===== config.mk =====
export PLATFORM = sky130hd
export DESIGN_NAME = spbg_ctrl
export DESIGN_NICKNAME = d
export VERILOG_FILES = /design/src/rtl/shortest_path_to_best_goal_macros.svh /design/src/rtl/spbg_pkg.sv /design/src/rtl/spbg_ctrl.sv
export SDC_FILE = /design/constraint.sdc
export NUM_CORES = 1
export LEC_CHECK = 0
export CORE_AREA = 5 5 49 51
export DETAILED_ROUTE_END_ITERATION = 7
export DIE_AREA = 0 0 54 56
export DONT_BUFFER_PORTS = 1
export PLACE_DENSITY = 0.65
export RECOVER_POWER = 100
export SYNTH_ARGS = -nofsm -noshare
export SYNTH_HDL_FRONTEND = slang
export SYNTH_SLANG_ARGS = --single-unit

===== constraint.sdc =====
create_clock -name clk -period 5 [get_ports clk]
set_clock_uncertainty 0.15 [all_clocks]
set_input_delay 0.75 -clock clk [delete_from_list [all_inputs] [get_ports clk]]
set_output_delay 0.75 -clock clk [all_outputs]
set_load 0.005 [all_outputs]

===== src/rtl/shortest_path_to_best_goal_macros.svh =====
// Assertion macros for the shortest-path block.
// Used by the top level; expects clk and rst_n in scope.
`ifndef SHORTEST_PATH_TO_BEST_GOAL_MACROS_SVH
`define SHORTEST_PATH_TO_BEST_GOAL_MACROS_SVH
// same-cycle implication
`define SPBG_ASSERT_IMP(lbl, ante, cons, msg) \
  lbl: assert property (@(posedge clk) disable iff (!rst_n) (ante) |-> (cons)) \
    else $error(msg);
// next-cycle implication
`define SPBG_ASSERT_NXT(lbl, ante, cons, msg) \
  lbl: assert property (@(posedge clk) disable iff (!rst_n) (ante) |=> (cons)) \
    else $error(msg);
`endif


===== src/rtl/spbg_pkg.sv =====
// Shared constants, opcodes and controller/datapath interface structs.
// No dependencies.
package spbg_pkg;

  localparam int DEF_MAX_NODES = 64;
  localparam int DEF_MAX_LINKS = 8;
  localparam int DEF_FRAC_BITS = 4;

  localparam int IDX_W      = 6;
  localparam int COORD_W    = 16;
  localparam int GCOST_W    = 16;
  localparam int COST_W     = 27;
  localparam int OP_W       = 2;
  localparam int IN_DATA_W  = 64;
  localparam int OUT_DATA_W = 40;

  localparam logic [COST_W-1:0] COST_MAX = '1;

  localparam logic [OP_W-1:0] OP_LOAD = 2'd0;
  localparam logic [OP_W-1:0] OP_LINK = 2'd1;
  localparam logic [OP_W-1:0] OP_RUN  = 2'd2;

  typedef enum logic [1:0] {
    ASEL_SCAN,
    ASEL_LINK,
    ASEL_CUR,
    ASEL_TRACE
  } addr_sel_t;

  typedef struct packed {
    logic      cap_req;
    logic      node_load;
    logic      lnk_wr;
    logic      lc_cur;
    logic      run_init;
    logic      scan_clr;
    logic      scan_min;
    logic      scan_goal;
    logic      expand;
    logic      exp_cap;
    logic      t_cap;
    logic      lk_chk;
    logic      sq;
    logic      sq_start;
    logic      lk_upd;
    logic      k_inc;
    logic      tr_init;
    logic      tr_next;
    logic      em_init;
    logic      em_load;
    logic      em_dec;
    logic      nf_load;
    addr_sel_t asel;
  } cmd_t;

  typedef struct packed {
    logic in_idx_ok;
    logic in_present;
    logic scan_last;
    logic have;
    logic k_done;
    logic lk_skip;
    logic sq_done;
    logic tr_at_start;
    logic tr_full;
    logic em_last;
    logic out_free;
  } sts_t;

endpackage


===== src/rtl/spbg_ctrl.sv =====
// Controller FSM: sequences loads, the search, goal pick, path trace and emit.
// Depends on spbg_pkg.
module spbg_ctrl import spbg_pkg::*; (
  input  logic            clk,
  input  logic            rst_n,
  input  logic            in_tvalid,
  input  logic [OP_W-1:0] in_opcode,
  output logic            in_tready,
  input  sts_t            sts,
  output cmd_t            cmd
);

  typedef enum logic [4:0] {
    S_IDLE, S_LNK_RD, S_LNK_WR, S_RUN_INIT, S_SCAN_RD, S_SCAN_CMP, S_SCAN_END,
    S_EXP_RD, S_EXP_CAP, S_LK_CHKN, S_LK_T, S_LK_CHK, S_LK_SQ, S_LK_SUM,
    S_LK_SQRT, S_LK_UPD, S_GS_RD, S_GS_CMP, S_GS_END, S_TR_CHK, S_TR_NXT,
    S_EM_RD, S_EM_LD, S_NF
  } state_t;

  state_t state_r, state_nxt;

  always_ff @(posedge clk) begin
    if (!rst_n) state_r <= S_IDLE;
    else        state_r <= state_nxt;
  end

  assign in_tready = (state_r == S_IDLE);

  always_comb begin
    cmd       = '0;
    state_nxt = state_r;
    case (state_r)
      S_IDLE: begin
        if (in_tvalid) begin
          cmd.cap_req = 1'b1;
          case (in_opcode)
            OP_LOAD: cmd.node_load = sts.in_idx_ok;
            OP_LINK: state_nxt = S_LNK_RD;
            OP_RUN:  state_nxt = (sts.in_idx_ok && sts.in_present) ? S_RUN_INIT : S_NF;
            default: state_nxt = S_IDLE;
          endcase
        end
      end
      S_LNK_RD: state_nxt = S_LNK_WR;
      S_LNK_WR: begin
        cmd.lnk_wr = 1'b1;
        state_nxt  = S_IDLE;
      end
      S_RUN_INIT: begin
        cmd.run_init = 1'b1;
        state_nxt    = S_SCAN_RD;
      end
      S_SCAN_RD: state_nxt = S_SCAN_CMP;
      S_SCAN_CMP: begin
        cmd.scan_min = 1'b1;
        state_nxt    = sts.scan_last ? S_SCAN_END : S_SCAN_RD;
      end
      S_SCAN_END: begin
        if (sts.have) begin
          cmd.expand = 1'b1;
          state_nxt  = S_EXP_RD;
        end else begin
          cmd.scan_clr = 1'b1;
          state_nxt    = S_GS_RD;
        end
      end
      S_EXP_RD: begin
        cmd.asel   = ASEL_CUR;
        cmd.lc_cur = 1'b1;
        state_nxt  = S_EXP_CAP;
      end
      S_EXP_CAP: begin
        cmd.exp_cap = 1'b1;
        state_nxt   = S_LK_CHKN;
      end
      S_LK_CHKN: begin
        if (sts.k_done) begin
          cmd.scan_clr = 1'b1;
          state_nxt    = S_SCAN_RD;
        end else begin
          state_nxt = S_LK_T;
        end
      end
      S_LK_T: begin
        cmd.asel  = ASEL_LINK;
        cmd.t_cap = 1'b1;
        state_nxt = S_LK_CHK;
      end
      S_LK_CHK: begin
        cmd.lk_chk = 1'b1;
        if (sts.lk_skip) begin
          cmd.k_inc = 1'b1;
          state_nxt = S_LK_CHKN;
        end else begin
          state_nxt = S_LK_SQ;
        end
      end
      S_LK_SQ: begin
        cmd.sq    = 1'b1;
        state_nxt = S_LK_SUM;
      end
      S_LK_SUM: begin
        cmd.sq_start = 1'b1;
        state_nxt    = S_LK_SQRT;
      end
      S_LK_SQRT: if (sts.sq_done) state_nxt = S_LK_UPD;
      S_LK_UPD: begin
        cmd.lk_upd = 1'b1;
        cmd.k_inc  = 1'b1;
        state_nxt  = S_LK_CHKN;
      end
      S_GS_RD: state_nxt = S_GS_CMP;
      S_GS_CMP: begin
        cmd.scan_goal = 1'b1;
        state_nxt     = sts.scan_last ? S_GS_END : S_GS_RD;
      end
      S_GS_END: begin
        if (sts.have) begin
          cmd.tr_init = 1'b1;
          state_nxt   = S_TR_CHK;
        end else begin
          state_nxt = S_NF;
        end
      end
      S_TR_CHK: begin
        cmd.asel = ASEL_TRACE;
        if (sts.tr_at_start) begin
          cmd.em_init = 1'b1;
          state_nxt   = S_EM_RD;
        end else if (sts.tr_full) begin
          state_nxt = S_NF;
        end else begin
          state_nxt = S_TR_NXT;
        end
      end
      S_TR_NXT: begin
        cmd.tr_next = 1'b1;
        state_nxt   = S_TR_CHK;
      end
      S_EM_RD: state_nxt = S_EM_LD;
      S_EM_LD: begin
        if (sts.out_free) begin
          cmd.em_load = 1'b1;
          if (sts.em_last) begin
            state_nxt = S_IDLE;
          end else begin
            cmd.em_dec = 1'b1;
            state_nxt  = S_EM_RD;
          end
        end
      end
      S_NF: begin
        if (sts.out_free) begin
          cmd.nf_load = 1'b1;
          state_nxt   = S_IDLE;
        end
      end
      default: state_nxt = S_IDLE;
    endcase
  end

endmodule


Yosys cells after proc, flatten, opt, wreduce, memory -nomap -nowiden
Index checks and enable logic that the tools add are counted.
- reduce and logical (&&, ||, !) cells: 5
- equal/unequal tests: 30
- mux-type cells: 47
- operator list (kind ; number):
    $pmux W5 S22 ; 1
    $eq A5 B4 Y1 const B ; 8
    $eq A5 B5 Y1 const B ; 8
    $mux W5 ; 8
    $mux W1 ; 24
    $eq A5 B3 Y1 const B ; 4
    $pmux W5 S3 ; 1
    $mux W2 ; 7
    $eq A5 B2 Y1 const B ; 2
    $ne A2 B2 Y1 const B ; 5
    $mux W3 ; 2
    $pmux W2 S3 ; 1
    $eq A5 B1 Y1 const B ; 1
    $logic_not A5 Y1 ; 1
    $reduce_and A5 Y1 ; 1
    $mux W4 ; 1
    $pmux W1 S2 ; 2
    $eq A2 B1 Y1 const B ; 1
    $eq A2 B2 Y1 const B ; 1
    $logic_not A2 Y1 ; 1
    $reduce_or A2 Y1 ; 1
    $logic_and A1 B1 Y1 ; 1
- output and inout port bits: 25
- bits of input ports: 16
- flip-flop bits (word level): 5
- logic and storage cells: 83

Logic depth before layout (Yosys ltp)
- depth after elaboration: 5
- mapped depth: 7

Least setup slack after synthesis
Ideal clock, no wire load.
- path type: reg2out
- start: register state_r[0]
- end: output port cmd[22] (netlist name)
- path slack: 2.751 ns
- arrival time: 1.349 ns
- buffers on the path: 1
- stages on the path, launching flop included: 6
- required time: 4.100 ns
- cell sequence: dfxtp_1 > buf_6 > or3_4 > nor3_2 > and2_1 > and3_1
- RTL lines (item ; line ; source):
    start: declaration ; spbg_ctrl.sv:20 ; state_t state_r, state_nxt;
    start signal: assignment ; spbg_ctrl.sv:24 ; else state_r <= state_nxt;
    end: declaration ; spbg_ctrl.sv:10 ; output cmd_t cmd

==> results.sh <==
export IMPL_cts_tree="built"
export IMPL_wl_um=2490
export IMPL_ant_nets=0
export IMPL_min_path_cells=1
export IMPL_vias=921
export IMPL_post_cts_buffers=0
export IMPL_fin_tns_setup_ps=0
export IMPL_syn_nets=144
export IMPL_power_density_nw_per_um2=231
export IMPL_ir_drop_v=0.000167
export IMPL_synth_area_top_cells="dfxtp_1 (12%), nor2_1 (7.4%), nand2b_1 (6.2%), nor3_1 (5.5%), a21oi_1 (4.9%)"
export IMPL_timing_rr_start="state_r[2]"
export IMPL_dp_cells=142
export IMPL_clk_path_buf_depth=2
export IMPL_final_min_clock_period_ps=3010
export IMPL_io_pins=41
export IMPL_yosysTopAreaCellShare=0.123
export IMPL_yosysMostFrequentCell="nor2_1"
export IMPL_drive_gt1_frac=0.0252
export IMPL_synth_edf_count=0
export IMPL_required_ps=4100
export IMPL_setup_viol=0
export IMPL_postCtsResizedCells=0
export IMPL_rr_worst_depth=5
export IMPL_crit_buf_inv=0
export IMPL_postSynthAreaPerCell_um2=6.44
export IMPL_swShare=0.431
export IMPL_layout_nets=138
export IMPL_tightest_slew_ps=719
export IMPL_hp_class="primary input to flop"
export IMPL_rsz0062_at_grt="false"
export IMPL_hp_start="rst_n"
export IMPL_fmax_mhz=332
export IMPL_grt_pass1_vias=772
export IMPL_yosys_area_top_type="dfxtp_1"
export IMPL_largest_register_ffs=5
export IMPL_drt_pass1_iter_count=4
export IMPL_ys_types=41
export IMPL_instances_no_fill=146
export IMPL_ys_seq_area_frac=0.123
export IMPL_ys_warnings_count=0
export IMPL_top_register="state_r"
export IMPL_cp_top_family="simple AND/OR/NAND/NOR gates"
export IMPL_ys_seq_elements=5
export IMPL_port_buffers=0
export IMPL_grt_ovfl_total=0
export IMPL_drv_slew=0
export IMPL_min_to="state_r[4]"
export IMPL_clkSlewWorstSetupHoldPaths_ps=40
export IMPL_clockRootBuffer="clkbuf_4"
export IMPL_pwr_share_clk=0.248
export IMPL_postCtsHoldBufs=0
export IMPL_min_period_over_period=0.603
export IMPL_syn_area_um2=812
export IMPL_internal_power_w=0.000106
export IMPL_cp_arrival_ps=2110
export IMPL_crit_path_top_delay_cell="dfxtp_1"
export IMPL_core_um2=1900
export IMPL_p_switching_w=0.0000801
export IMPL_hold_viol_final=0
export IMPL_p_seq_frac=0.346
export IMPL_slowest_delay_ps=530
export IMPL_status="completed"
export IMPL_antenna_found_initial=0
export IMPL_wl_per_cell_um=17.1
export IMPL_areaGrowthSynthToFinish_pct=-0.770
export IMPL_die_area_um2=3020
export IMPL_cts_made_buffers=3
export IMPL_htreeDepth=1
export IMPL_grt_start_max_net_pins=23
export IMPL_setup_worst_path_end_class="output pin"
export IMPL_vias_per_cell=6.31
export IMPL_cp_cell_sequence="or3_1 > nor3_1 > and2_0 > and3_1"
export IMPL_synth_common_cells="nor2_1 (16), nand2_1 (9), nor3_1 (9), a21oi_1 (8), nand2b_1 (8)"
export IMPL_fp_dieH_um=56
export IMPL_globalRouteTotalUtil=0.161
export IMPL_r2r_slack_ps=2710
export IMPL_slew_headroom=0.520
export IMPL_synth_cells=126
export IMPL_fillers=221
export IMPL_reg_top3="state_r: 5 flops"
export IMPL_grt_pass1_wl_um=3730
export IMPL_gp_congestion=0.899
export IMPL_path_class="flop to output pin"
export IMPL_rows=16
export IMPL_drv_cap=0
export IMPL_clk_latency_ps=240
export IMPL_p_leak_nw=0.257
export IMPL_start_kind="flop"
export IMPL_r2r_end="state_r[4]"
export IMPL_synth_flop_cell="dfxtp_1"
export IMPL_async_flop_share=0
export IMPL_dp_hpwl_um=1900
export IMPL_num_antenna_cells=0
export IMPL_initial_core_util=0.427
export IMPL_die_x_um=54
export IMPL_drc=0
export IMPL_cts_sinks=5
export IMPL_drtIter0Drc=20
export IMPL_crit_fanout=22
export IMPL_combPwrFrac=0.407
-- per-layer routing --
metal  vias to the layer above  GRT usage  share of wire
met5                         -          0              0
met4                         0     0.0534         0.0064
met3                         2     0.0536           0.15
met2                        55      0.225           0.44
met1                       410      0.227           0.41
li1                        454          -              -
-- power groups by stage --
stage | Clock, W | Combinational [W] | Sequential, W
after floorplan | 0 | 0.0000837 | 0.0000466
after global placement | 0 | 0.0000786 | 0.0000640
after detailed placement | 0 | 0.0000782 | 0.0000646
after CTS | 0.0000487 | 0.0000785 | 0.0000637
after global routing | 0.0000526 | 0.0000844 | 0.0000655
final | 0.0000460 | 0.0000757 | 0.0000643
-- cell families (layout without fill, tap and decap cells) --
group,after synthesis,count (layout),share of synthesized area
and+or+nand+nor,66,66,0.439
DFF,5,5,0.123
adders and majority gates,2,2,0.0308
xor gates and xnor gates,1,1,0.0108
AOI/OAI and AO/OA,35,35,0.299
buffers and inverters,17,10,0.0971
-- how the worst max path moves through the flow --
| stage | from | endpoint | slack, ps | cells past startpoint |
|---|---|---|---|---|
| 4_1_cts | state_r[3] | cmd[22] | 2210 | 4 |
| 2_1_floorplan | state_r[0] | cmd[22] | 2750 | 5 |
| 3_3_place_gp | state_r[3] | cmd[22] | 2500 | 4 |
| 3_5_place_dp | state_r[3] | cmd[22] | 2470 | 4 |
| 6_report | state_r[4] | cmd[22] | 1990 | 4 |
| 5_1_grt | state_r[3] | cmd[22] | 1830 | 4 |
-- final cells by class --
class	count	area (um2)	share of cell area
clock buffer	4	26.3	0.0326
inverter	6	22.5	0.0280
multi-input combinational	104	623	0.773
sequential	5	100	0.124
tap	27	33.8	0.0419
-- cells in the final DEF, fill, tap and decap left out, types with 3 or more instances in the layout --
| cell type | netlist | final |
|---|---|---|
| nand3b_1 | 3 | 3 |
| clkbuf_4 | 0 | 3 |
| nor2_1 | 16 | 16 |
| nor2b_1 | 4 | 4 |
| nand4_1 | 3 | 3 |
| o21ai_0 | 5 | 6 |
| nand2_1 | 9 | 9 |
| inv_1 | 6 | 6 |
| dfxtp_1 | 5 | 5 |
| nor3_1 | 9 | 10 |
| a21oi_1 | 8 | 8 |
| nand2b_1 | 8 | 8 |
-- worst register-to-register path: stages, from the launching register on --
cell and delay (ps):
dfxtp_1 750, nand2_1 360, o311a_1 370, a211oi_1 260, o211ai_1 120, a21boi_0 200
-- stage by stage --
step,hold WS [ps],setup slack [ps],util,power [W],instance area (um2)
after global routing,502,1830,0.424,0.000202,806
after global placement,625,2500,0.415,0.000143,790
final,518,1990,0.424,0.000186,806
after CTS,507,2210,0.429,0.000191,816
after floorplan,456,2750,-,0.000130,812
after detailed placement,622,2470,0.415,0.000143,790
No activity file was read; power rests on OpenSTA's default activity.
